`config.mk`:
```
export PLATFORM = sky130hd
export DESIGN_NAME = ipv4_header_parser_core
export DESIGN_NICKNAME = d
export VERILOG_FILES = /design/src/design/ihp_pkg.sv /design/src/design/ipv4_header_parser_core.sv /design/src/design/ihp_in_stage.sv /design/src/design/ihp_parse.sv /design/src/design/ihp_out_stage.sv
export SDC_FILE = /design/constraint.sdc
export NUM_CORES = 1
export LEC_CHECK = 0
export BUFFER_PORTS_ARGS = -buffer_cell sky130_fd_sc_hd__clkbuf_2
export CORE_MARGIN = 2
export CORE_UTILIZATION = 25
export CTS_CLUSTER_DIAMETER = 200
export DETAILED_ROUTE_END_ITERATION = 10
export GPL_ROUTABILITY_DRIVEN = 0
export GPL_TIMING_DRIVEN = 0
export SLEW_MARGIN = 20
export SYNTH_ARGS = -nofsm -noshare
export SYNTH_HDL_FRONTEND = slang
export SYNTH_SLANG_ARGS = --single-unit
```
`constraint.sdc`:
```
create_clock -name clk -period 41.7 [get_ports clk]
set_clock_uncertainty 0.15 [all_clocks]
set_input_delay 8.34 -clock clk [delete_from_list [all_inputs] [get_ports clk]]
set_output_delay 8.34 -clock clk [all_outputs]
set_load 0.05 [all_outputs]
```
`src/design/ihp_pkg.sv`:
```
// shared types and constants for the ipv4 header parser
`default_nettype none
package ihp_pkg;

	localparam logic [2:0] ST_OK       = 3'd0;
	localparam logic [2:0] ST_VERSION  = 3'd1;
	localparam logic [2:0] ST_TRUNC    = 3'd2;
	localparam logic [2:0] ST_OPTLEN   = 3'd3;
	localparam logic [2:0] ST_SHORTHDR = 3'd4;

	localparam logic [1:0] PH_TYPE = 2'd0;
	localparam logic [1:0] PH_LEN  = 2'd1;
	localparam logic [1:0] PH_DATA = 2'd2;
	localparam logic [1:0] PH_PAD  = 2'd3;

	localparam logic [3:0] IP_VERSION   = 4'd4;
	localparam logic [3:0] MIN_WORDS    = 4'd5;
	localparam logic [7:0] OPT_END      = 8'd0;
	localparam logic [7:0] OPT_NOP      = 8'd1;
	localparam logic [7:0] OPT_MIN_LEN  = 8'd2;

	typedef struct packed {
		logic [2:0]  status;
		logic [3:0]  header_words;
		logic [5:0]  dscp;
		logic [15:0] content_length;
		logic [15:0] packet_id;
		logic [15:0] flags_and_fragment;
		logic [7:0]  time_to_live;
		logic [7:0]  protocol_number;
		logic [15:0] header_checksum;
		logic [31:0] source_address;
		logic [31:0] destination_address;
		logic [5:0]  option_bytes;
	} result_t;

endpackage
`default_nettype wire

```
`src/design/ipv4_header_parser_core.sv`:
```
// top level of the streaming ipv4 header parser
//
//  channel  | handshake            | beat payload
//  ---------+----------------------+------------------------------------------
//  input    | in_valid / in_ready  | data_byte, frame_end
//  output   | out_valid / out_ready| status and the eleven header result fields
//
// one byte per cycle sustained while the output is not stalled: a byte
// is held in the input register, then is parsed into the result register,
// so out_valid rises when the result register loads the beat that causes it
// exactly one result per frame: last header byte, first error or truncation
// reset clears the frame position, option walker and both valid flags
// a stalled output holds the byte in the input register and drops in_ready
`default_nettype none
module ipv4_header_parser_core (
	input  wire logic        clk,
	input  wire logic        arst_n,
	input  wire logic        in_valid,
	output logic             in_ready,
	input  wire logic [7:0]  data_byte,
	input  wire logic        frame_end,
	output logic             out_valid,
	input  wire logic        out_ready,
	output logic [2:0]       status,
	output logic [3:0]       header_words,
	output logic [5:0]       dscp,
	output logic [15:0]      content_length,
	output logic [15:0]      packet_id,
	output logic [15:0]      flags_and_fragment,
	output logic [7:0]       time_to_live,
	output logic [7:0]       protocol_number,
	output logic [15:0]      header_checksum,
	output logic [31:0]      source_address,
	output logic [31:0]      destination_address,
	output logic [5:0]       option_bytes
);

	logic             valid_s1;
	logic [7:0]       byte_s1;
	logic             end_s1;
	logic             advance;
	logic             can_take;
	logic             res_valid;
	ihp_pkg::result_t res;
	ihp_pkg::result_t res_q;

	assign advance = valid_s1 && can_take;

	ihp_in_stage u_in (
		.clk       (clk),
		.arst_n    (arst_n),
		.in_valid  (in_valid),
		.in_ready  (in_ready),
		.data_byte (data_byte),
		.frame_end (frame_end),
		.advance   (advance),
		.valid_s1  (valid_s1),
		.byte_s1   (byte_s1),
		.end_s1    (end_s1)
	);

	ihp_parse u_parse (
		.clk       (clk),
		.arst_n    (arst_n),
		.fire      (advance),
		.byte_s1   (byte_s1),
		.end_s1    (end_s1),
		.res_valid (res_valid),
		.res       (res)
	);

	ihp_out_stage u_out (
		.clk       (clk),
		.arst_n    (arst_n),
		.load      (advance && res_valid),
		.res       (res),
		.can_take  (can_take),
		.out_valid (out_valid),
		.out_ready (out_ready),
		.res_q     (res_q)
	);

	assign status              = res_q.status;
	assign header_words        = res_q.header_words;
	assign dscp                = res_q.dscp;
	assign content_length      = res_q.content_length;
	assign packet_id           = res_q.packet_id;
	assign flags_and_fragment  = res_q.flags_and_fragment;
	assign time_to_live        = res_q.time_to_live;
	assign protocol_number     = res_q.protocol_number;
	assign header_checksum     = res_q.header_checksum;
	assign source_address      = res_q.source_address;
	assign destination_address = res_q.destination_address;
	assign option_bytes        = res_q.option_bytes;

endmodule
`default_nettype wire

```
`src/design/ihp_in_stage.sv`:
```
// input register for incoming frame bytes
`default_nettype none
module ihp_in_stage (
	input  wire logic       clk,
	input  wire logic       arst_n,
	input  wire logic       in_valid,
	output logic            in_ready,
	input  wire logic [7:0] data_byte,
	input  wire logic       frame_end,
	input  wire logic       advance,
	output logic            valid_s1,
	output logic [7:0]      byte_s1,
	output logic            end_s1
);

	assign in_ready = !valid_s1 || advance;

	always_ff @(posedge clk or negedge arst_n) begin
		if (!arst_n) begin
			valid_s1 <= 1'b0;
		end else if (in_ready) begin
			valid_s1 <= in_valid;
		end
	end

	always_ff @(posedge clk) begin
		if (in_valid && in_ready) begin
			byte_s1 <= data_byte;
			end_s1  <= frame_end;
		end
	end

endmodule
`default_nettype wire

```
`src/design/ihp_parse.sv`:
```
// header field capture, option walk and result decision for one byte
`default_nettype none
module ihp_parse (
	input  wire logic       clk,
	input  wire logic       arst_n,
	input  wire logic       fire,
	input  wire logic [7:0] byte_s1,
	input  wire logic       end_s1,
	output logic            res_valid,
	output ihp_pkg::result_t res
);

	logic [5:0]  pos_q, pos_d;
	logic [3:0]  words_q, words_d;
	logic [5:0]  dscp_q, dscp_d;
	logic [15:0] tlen_q, tlen_d;
	logic [15:0] id_q, id_d;
	logic [15:0] frag_q, frag_d;
	logic [7:0]  ttl_q, ttl_d;
	logic [7:0]  proto_q, proto_d;
	logic [15:0] csum_q, csum_d;
	logic [31:0] src_q, src_d;
	logic [31:0] dst_q, dst_d;
	logic [1:0]  phase_q, phase_d;
	logic [7:0]  skip_q, skip_d;
	logic [5:0]  cnt_q, cnt_d;
	logic        reported_q;

	logic [5:0]  hdr_bytes;
	logic [5:0]  room;
	logic [7:0]  opt_len;
	logic        done;
	logic [2:0]  done_status;

	assign hdr_bytes = {words_q, 2'b00};
	assign room      = hdr_bytes - pos_q - 6'd1;
	assign opt_len   = byte_s1 - ihp_pkg::OPT_MIN_LEN;

	always_comb begin
		pos_d       = pos_q;
		words_d     = words_q;
		dscp_d      = dscp_q;
		tlen_d      = tlen_q;
		id_d        = id_q;
		frag_d      = frag_q;
		ttl_d       = ttl_q;
		proto_d     = proto_q;
		csum_d      = csum_q;
		src_d       = src_q;
		dst_d       = dst_q;
		phase_d     = phase_q;
		skip_d      = skip_q;
		cnt_d       = cnt_q;
		done        = 1'b0;
		done_status = ihp_pkg::ST_OK;

		unique case (pos_q) inside
			6'd0: begin
				if (byte_s1[7:4] != ihp_pkg::IP_VERSION) begin
					done        = 1'b1;
					done_status = ihp_pkg::ST_VERSION;
				end else begin
					words_d = byte_s1[3:0];
					if (byte_s1[3:0] < ihp_pkg::MIN_WORDS) begin
						done        = 1'b1;
						done_status = ihp_pkg::ST_SHORTHDR;
					end
				end
			end
			6'd1: dscp_d = byte_s1[7:2];
			6'd2, 6'd3: tlen_d = {tlen_q[7:0], byte_s1};
			6'd4, 6'd5: id_d = {id_q[7:0], byte_s1};
			6'd6, 6'd7: frag_d = {frag_q[7:0], byte_s1};
			6'd8: ttl_d = byte_s1;
			6'd9: proto_d = byte_s1;
			6'd10, 6'd11: csum_d = {csum_q[7:0], byte_s1};
			[6'd12:6'd15]: src_d = {src_q[23:0], byte_s1};
			[6'd16:6'd19]: dst_d = {dst_q[23:0], byte_s1};
			default: begin
				unique case (phase_q)
					ihp_pkg::PH_TYPE: begin
						if (byte_s1 == ihp_pkg::OPT_END) begin
							phase_d = ihp_pkg::PH_PAD;
						end else if (byte_s1 == ihp_pkg::OPT_NOP) begin
							cnt_d = cnt_q + 6'd1;
						end else begin
							cnt_d   = cnt_q + 6'd1;
							phase_d = ihp_pkg::PH_LEN;
						end
					end
					ihp_pkg::PH_LEN: begin
						if (byte_s1 < ihp_pkg::OPT_MIN_LEN || opt_len > {2'b00, room}) begin
							done        = 1'b1;
							done_status = ihp_pkg::ST_OPTLEN;
						end else begin
							cnt_d   = cnt_q + 6'd1;
							skip_d  = opt_len;
							phase_d = (opt_len == 8'd0) ? ihp_pkg::PH_TYPE : ihp_pkg::PH_DATA;
						end
					end
					ihp_pkg::PH_DATA: begin
						cnt_d  = cnt_q + 6'd1;
						skip_d = skip_q - 8'd1;
						if (skip_q == 8'd1) begin
							phase_d = ihp_pkg::PH_TYPE;
						end
					end
					default: begin
					end
				endcase
			end
		endcase

		if (!done && pos_q != 6'd0 && ({1'b0, pos_q} + 7'd1 == {1'b0, hdr_bytes})) begin
			done        = 1'b1;
			done_status = (phase_d == ihp_pkg::PH_LEN) ? ihp_pkg::ST_OPTLEN : ihp_pkg::ST_OK;
		end
		if (!done) begin
			pos_d = pos_q + 6'd1;
		end
	end

	always_comb begin
		res       = '0;
		res_valid = !reported_q && (done || end_s1);
		res.status = done ? done_status : ihp_pkg::ST_TRUNC;
		if (done && done_status == ihp_pkg::ST_OK) begin
			res.header_words        = words_d;
			res.dscp                = dscp_d;
			res.content_length      = tlen_d - {10'd0, words_d, 2'b00};
			res.packet_id           = id_d;
			res.flags_and_fragment  = frag_d;
			res.time_to_live        = ttl_d;
			res.protocol_number     = proto_d;
			res.header_checksum     = csum_d;
			res.source_address      = src_d;
			res.destination_address = dst_d;
			res.option_bytes        = cnt_d;
		end
	end

	always_ff @(posedge clk or negedge arst_n) begin
		if (!arst_n) begin
			pos_q      <= '0;
			phase_q    <= ihp_pkg::PH_TYPE;
			skip_q     <= '0;
			cnt_q      <= '0;
			reported_q <= 1'b0;
		end else if (fire) begin
			if (end_s1) begin
				pos_q      <= '0;
				phase_q    <= ihp_pkg::PH_TYPE;
				skip_q     <= '0;
				cnt_q      <= '0;
				reported_q <= 1'b0;
			end else if (!reported_q) begin
				pos_q      <= pos_d;
				phase_q    <= phase_d;
				skip_q     <= skip_d;
				cnt_q      <= cnt_d;
				reported_q <= done;
			end
		end
	end

	always_ff @(posedge clk or negedge arst_n) begin
		if (!arst_n) begin
			words_q <= '0;
		end else if (fire && !reported_q) begin
			words_q <= words_d;
		end
	end

	always_ff @(posedge clk) begin
		if (fire && !reported_q) begin
			dscp_q  <= dscp_d;
			tlen_q  <= tlen_d;
			id_q    <= id_d;
			frag_q  <= frag_d;
			ttl_q   <= ttl_d;
			proto_q <= proto_d;
			csum_q  <= csum_d;
			src_q   <= src_d;
			dst_q   <= dst_d;
		end
	end

endmodule
`default_nettype wire

```
`src/design/ihp_out_stage.sv`:
```
// result register toward the downstream side
`default_nettype none
module ihp_out_stage (
	input  wire logic        clk,
	input  wire logic        arst_n,
	input  wire logic        load,
	input  wire ihp_pkg::result_t res,
	output logic             can_take,
	output logic             out_valid,
	input  wire logic        out_ready,
	output ihp_pkg::result_t res_q
);

	assign can_take = !out_valid || out_ready;

	always_ff @(posedge clk or negedge arst_n) begin
		if (!arst_n) begin
			out_valid <= 1'b0;
		end else if (can_take) begin
			out_valid <= load;
		end
	end

	always_ff @(posedge clk) begin
		if (load && can_take) begin
			res_q <= res;
		end
	end

endmodule
`default_nettype wire

```
==> impl_metrics.env, run 1 <==
export IMPL_status="finished, final reports clean"
export IMPL_syn_cell_area_mm2=0.01533
export IMPL_cp_cell_sequence="clkbuf_2 -> nor2b_1 -> nand2_1 -> clkbuf_2"
export IMPL_worstSetupEndpointType="output port"
export IMPL_synth_cell_types=61
export IMPL_diodes=0
export IMPL_clk_latency_ps=570
export IMPL_drv_slew=0
export IMPL_critPathRequiredTime_ps=33210
export IMPL_fin_crit_sh_pct=41.71
export IMPL_holdBufCountCts=0
export IMPL_post_route_min_period_ps=17400
export IMPL_synth_top_cells_by_count="edfxtp_1, and3_1, mux2_2"
export IMPL_setup_violations_final=0
export IMPL_grt_setup_unrepaired="false"
export IMPL_synth_avg_cell_area_um2=14.38
export IMPL_wl_per_cell_um=19.42
export IMPL_p_leak_nw=6.811
export IMPL_routed_via_density=4.567
export IMPL_path_depth=4
export IMPL_rr_startpoint="u_in.byte_s1[1]$_DFFE_PP_"
export IMPL_slew_headroom_pct=27.26
export IMPL_cts_sinks=351
export IMPL_grt_use_total_pct=12.78
export IMPL_cts_clk_slew_worst_paths_ps=50
export IMPL_numCtsBuffers=41
export IMPL_cp_slowest_stage_delay_ps=240
export IMPL_synth_area_leader_cell="edfxtp_1"
export IMPL_fin_setup_tns_ps=0
export IMPL_syn_instance_count=1066
export IMPL_regToRegEndpoint="u_out.res_q[141]$_SDFFCE_PN0P_"
export IMPL_syn_to_final_growth_pct=23.17
export IMPL_postRouteAntennaNets=0
export IMPL_cp_slowest_cell="clkbuf_2"
export IMPL_fmax_ghz=0.05749
export IMPL_wl_met1_um=18670
export IMPL_final_hold_viol_count=0
export IMPL_synth_edf_count=322
export IMPL_final_cell_count_no_fill=2110
export IMPL_drc=0
export IMPL_num_rows=90
export IMPL_dpl_cell_count=2037
export IMPL_ir_drop_v=0.00002174
export IMPL_yosysWarnings=0
export IMPL_drv_cap=0
export IMPL_synthFlopType="edfxtp_1"
export IMPL_start_util_pct=25.35
export IMPL_critPathBufInv=2
export IMPL_clockBufferDepth=3
export IMPL_synth_area_leaders="edfxtp_1, mux2_2, and3_1"
export IMPL_r2r_cells=14
export IMPL_htree_levels=2
export IMPL_yosysSeqAreaShare_pct=67.81
export IMPL_drive_above_1_share_pct=30.50
export IMPL_routed_wl_um=40990
export IMPL_crit_top_cell="clkbuf_2"
export IMPL_core_area_mm2=0.06047
export IMPL_power_density_mw_per_mm2=51.59
export IMPL_arrival_ps=8910
export IMPL_die_w_um=251.6
export IMPL_synth_top_area_share_pct=63.08
export IMPL_vias=9636
export IMPL_ctsResizeCount=0
export IMPL_grt_ovfl_total=0
export IMPL_fp_dieH_um=251.6
export IMPL_cts_root_buf="clkbuf_16"
export IMPL_met3_length_um=2199
export IMPL_grt_max_degree=53
export IMPL_postSynth_asyncResetShare_pct=8.262
export IMPL_synth_seq_cells=351
export IMPL_cts_tree="done"
export IMPL_hpwl_um=28420
export IMPL_rrSetupSlack_ps=36200
export IMPL_first_pass_iters=6
export IMPL_pin_count=178
export IMPL_grt_pass1_wl_um=60820
export IMPL_worstSetupStartpoint="out_ready"
export IMPL_tightest_slew_ps=1088
export IMPL_grt_pass1_vias=9644
export IMPL_maxUsedRoutingLayer="met5"
export IMPL_hold_path_class="register to register"
export IMPL_antenna_found_initial=3
export IMPL_yosysMostFrequentCell="edfxtp_1"
export IMPL_worstSetupEndpoint="in_ready"
export IMPL_drtIter0Drc=713
export IMPL_critPathMaxFanout=3
export IMPL_nNetsFinal=1335
export IMPL_path_delay_family="buffers and inverters"
export IMPL_wl_met2_um=19210
export IMPL_start_kind="input pin"
export IMPL_worstSetupPathType="input pin to output port"
export IMPL_cts_setup_buffers=0
export IMPL_synth_nets=1103
export IMPL_portBuffers=177
export IMPL_die_area_mm2=0.06331
-- where the power goes --
group | internal (mW) | switching, mW | leakage (nW)
clock network | 0.218 | 0.147 | 0.667
logic | 0.0454 | 0.132 | 3.15
registers | 0.418 | 0.0132 | 3.00
-- how the worst min path moves through the flow --
stage	end	depth (start not counted)	startpoint	slack (ps)
5_1_grt	u_parse.skip_q[7]$_DFFE_PN0P_	2	u_parse.skip_q[7]$_DFFE_PN0P_	400
6_report	u_parse.skip_q[7]$_DFFE_PN0P_	2	u_parse.skip_q[7]$_DFFE_PN0P_	350
3_3_place_gp	u_parse.skip_q[7]$_DFFE_PN0P_	2	u_parse.skip_q[7]$_DFFE_PN0P_	330
2_1_floorplan	u_parse.skip_q[7]$_DFFE_PN0P_	2	u_parse.skip_q[7]$_DFFE_PN0P_	310
4_1_cts	u_parse.skip_q[7]$_DFFE_PN0P_	2	u_parse.skip_q[7]$_DFFE_PN0P_	360
3_5_place_dp	u_parse.skip_q[7]$_DFFE_PN0P_	2	u_parse.skip_q[7]$_DFFE_PN0P_	340
-- sequential cells by signal (all words and copies together), names as in the netlist --
name                count
u_parse.csum_q         16
u_parse.proto_q         8
u_parse.reported_q      1
u_parse.words_q         4
u_parse.ttl_q           8
u_out.res_q           163
u_parse.dscp_q          6
u_parse.dst_q          32
u_out.out_valid         1
u_in.valid_s1           1
u_parse.pos_q           6
u_parse.phase_q         2
u_in.end_s1             1
u_parse.id_q           16
u_parse.frag_q         16
u_parse.src_q          32
u_parse.cnt_q           6
u_parse.tlen_q         16
u_in.byte_s1            8
u_parse.skip_q          8
-- per-layer routing --
metal,track usage [%],vias to the layer above
li1,-,4497
met1,17.35,4803
met2,20.45,268
met3,2.889,66
met4,3.588,2
met5,0,-
-- worst reg2reg max path, delay by kind of cell (launching register included) --
kind            cells  cell delay [ps]
fa+ha+maj           2              830
buf+inv             4             1530
compound gates      4              980
simple gates        3              610
xor+xnor            1              340
flops               1              760
-- logic make-up after synthesis --
logic type,Yosys count,share of synthesized area (%)
buf+inv,86,2.139
xor+xnor,26,1.486
simple gates,328,11.69
mux,136,9.975
fa+ha+maj,24,2.057
compound gates,115,4.841
flops,351,67.81
-- placed cells by master (no fill, tap or decap), types with 11 or more instances in the layout --
cell type and n:
nor3_1 12, inv_1 24, nor2_1 57, dfrtp_1 29, clkbuf_1 54, nand3_1 13
ha_1 22, a21oi_1 29, mux2_2 134, and3_1 141, xnor2_1 20, edfxtp_1 322
clkinv_1 11, nand2_1 59, o21ai_0 38, clkbuf_16 41, clkbuf_2 180
-- metrics by stage --
step	setup WS, ps	utilization [%]	power, mW	area [um^2]	hold WS, ps
2_1_floorplan	15290	-	0.5731	15330	310.7
3_3_place_gp	6932	28.43	0.6290	17190	333.0
3_5_place_dp	24300	28.97	0.6182	17520	342.2
4_1_cts	24300	31.22	0.9879	18880	355.5
5_1_grt	24240	31.22	1.014	18880	401.3
6_report	24310	31.22	0.9740	18880	354.4
-- final cells by class --
type | instances | area, um^2
Fill cell | 5953 | 41590
Sequential cell | 351 | 10400
Multi-Input combinational cell | 629 | 4623
Timing Repair Buffer | 189 | 1186
Clock buffer | 44 | 1037
Tap cell | 782 | 978.4
Clock inverter | 29 | 324.1
Buffer | 60 | 237.7
Inverter | 26 | 97.59
Note: power is estimated with default switching activity, not from simulation.
==> inputs of run 2 (changes only) <==
==> constraint.sdc (replaced) <==
create_clock -name clk -period 16.8 [get_ports clk]
set_clock_uncertainty 0.15 [all_clocks]
set_input_delay 3.36 -clock clk [delete_from_list [all_inputs] [get_ports clk]]
set_output_delay 3.36 -clock clk [all_outputs]
set_load 0.05 [all_outputs]
==> impl_metrics.env, run 2 (same netlist as run 1, synthesis figures left out) <==
export IMPL_vias=9618
export IMPL_power_density_mw_per_mm2=129.7
export IMPL_mostFrequentLayoutCell="edfxtp_1"
export IMPL_dpl_instance_area_mm2=0.01746
export IMPL_post_route_min_period_ps=7444
export IMPL_cts_clk_slew_worst_paths_ps=60
export IMPL_reg_top3="u_out.res_q (163), u_parse.dst_q (32), u_parse.src_q (32)"
export IMPL_top_register="u_out.res_q"
export IMPL_p_leak_nw=6.805
export IMPL_fin_setup_tns_ps=0
export IMPL_dpl_cell_count=2033
export IMPL_nNetsFinal=1331
export IMPL_fin_area_mm2=0.01889
export IMPL_holdBufCountCts=0
export IMPL_grt_use_total_pct=12.83
export IMPL_grt_setup_unrepaired="false"
export IMPL_fmax_ghz=0.1343
export IMPL_ctsResizeCount=0
export IMPL_final_cell_count_no_fill=2108
export IMPL_fp_dieH_um=251.6
export IMPL_cts_sinks=351
export IMPL_cts_root_buf="clkbuf_16"
export IMPL_clockBufferDepth=3
export IMPL_final_cell_mix="edfxtp_1, clkbuf_2, and3_1, mux2_2, nand2_1"
export IMPL_die_area_mm2=0.06331
export IMPL_syn_to_final_growth_pct=23.21
export IMPL_numCtsBuffers=41
export IMPL_cts_setup_buffers=0
export IMPL_final_util_pct=31.23
export IMPL_fin_hold_ws_ps=356.6
export IMPL_slew_headroom_pct=26.53
export IMPL_critPathRequiredTime_ps=13290
export IMPL_final_hold_viol_count=0
export IMPL_first_pass_iters=5
export IMPL_status="finished, final reports clean"
export IMPL_drc=0
export IMPL_routed_wl_um=41290
export IMPL_worstSetupPathType="input pin to output port"
export IMPL_core_area_mm2=0.06047
export IMPL_ir_drop_v=0.00006293
export IMPL_antenna_found_initial=4
export IMPL_critPathMaxFanout=3
export IMPL_start_kind="input pin"
export IMPL_dp_slack_ps=9347
export IMPL_grt_ovfl_total=0
export IMPL_pin_count=178
export IMPL_worst_slack_ps=9356
export IMPL_hpwl_um=28240
export IMPL_postRouteAntennaNets=0
export IMPL_setup_violations_final=0
export IMPL_tightest_slew_ps=1092
export IMPL_largest_register_ffs=163
export IMPL_drv_cap=0
export IMPL_grt_max_degree=160
export IMPL_cts_tree="done"
export IMPL_num_rows=90
export IMPL_rrSetupSlack_ps=11320
export IMPL_drtIter0Drc=546
export IMPL_worstSetupEndpointType="output port"
export IMPL_power_total_mw=2.451
export IMPL_fin_crit_sh_pct=44.31
export IMPL_htree_levels=2
export IMPL_drive_above_1_share_pct=30.57
export IMPL_drv_slew=0
export IMPL_clk_latency_ps=570
export IMPL_grt_pass1_vias=9734
export IMPL_hold_path_class="register to register"
export IMPL_die_w_um=251.6
export IMPL_wl_per_cell_um=19.59
export IMPL_routed_via_density=4.563
export IMPL_grt_pass1_wl_um=61360
export IMPL_arrival_ps=3930
export IMPL_start_util_pct=25.35
export IMPL_portBuffers=177
## run 2: cell types whose count changed in the layout (fill, tap and decap cells not counted), moves of 2 or more
cell        change
clkinv_4        +2
clkbuf_16       +2
clkinvlp_4      +2
clkbuf_1        +2
buf_16          -2
clkinv_2        -2
clkinv_1        -4
## run 2: final cells by class
cell class,instances,area [um^2]
Antenna cell,1,2.502
Sequential cell,351,10400
Buffer,60,255.2
Fill cell,5994,41580
Clock inverter,27,345.3
Timing Repair Buffer,185,1106
Inverter,26,97.59
Tap cell,782,978.4
Multi-Input combinational cell,629,4637
Clock buffer,47,1070
## run 2: per-layer routing
| metal | wire, um | track usage (%) |
|---|---|---|
| met5 | 11 | 0 |
| met4 | 999 | 3.878 |
| met3 | 2185 | 2.940 |
| met2 | 19260 | 20.50 |
| met1 | 18830 | 17.33 |
## run 2: final timing paths
path / end / start / cells past startpoint
setup reg to reg: u_out.res_q[141]$_SDFFCE_PN0P_ / u_in.byte_s1[1]$_DFFE_PP_ / 14
max in group asynchronous: u_parse.words_q[2]$_DFFE_PN0P_ / arst_n / 1
hold / removal: u_parse.skip_q[7]$_DFFE_PN0P_ / u_parse.skip_q[7]$_DFFE_PN0P_ / 2
min in group asynchronous: u_out.out_valid$_DFFE_PN0P_ / arst_n / 1
setup / recovery: in_ready / out_ready / 4
hold reg to reg: u_parse.skip_q[7]$_DFFE_PN0P_ / u_parse.skip_q[7]$_DFFE_PN0P_ / 2
## run 2: where the power goes
part	internal (mW)	switching, mW	leakage [nW]
registers	1.04	0.0326	3.00
clock network	0.569	0.374	0.683
logic	0.108	0.329	3.12
## run 2: critical path: stages
cell	delay (ps)
clkbuf_2	80
nor2b_1	150
nand2_1	100
clkbuf_2	240
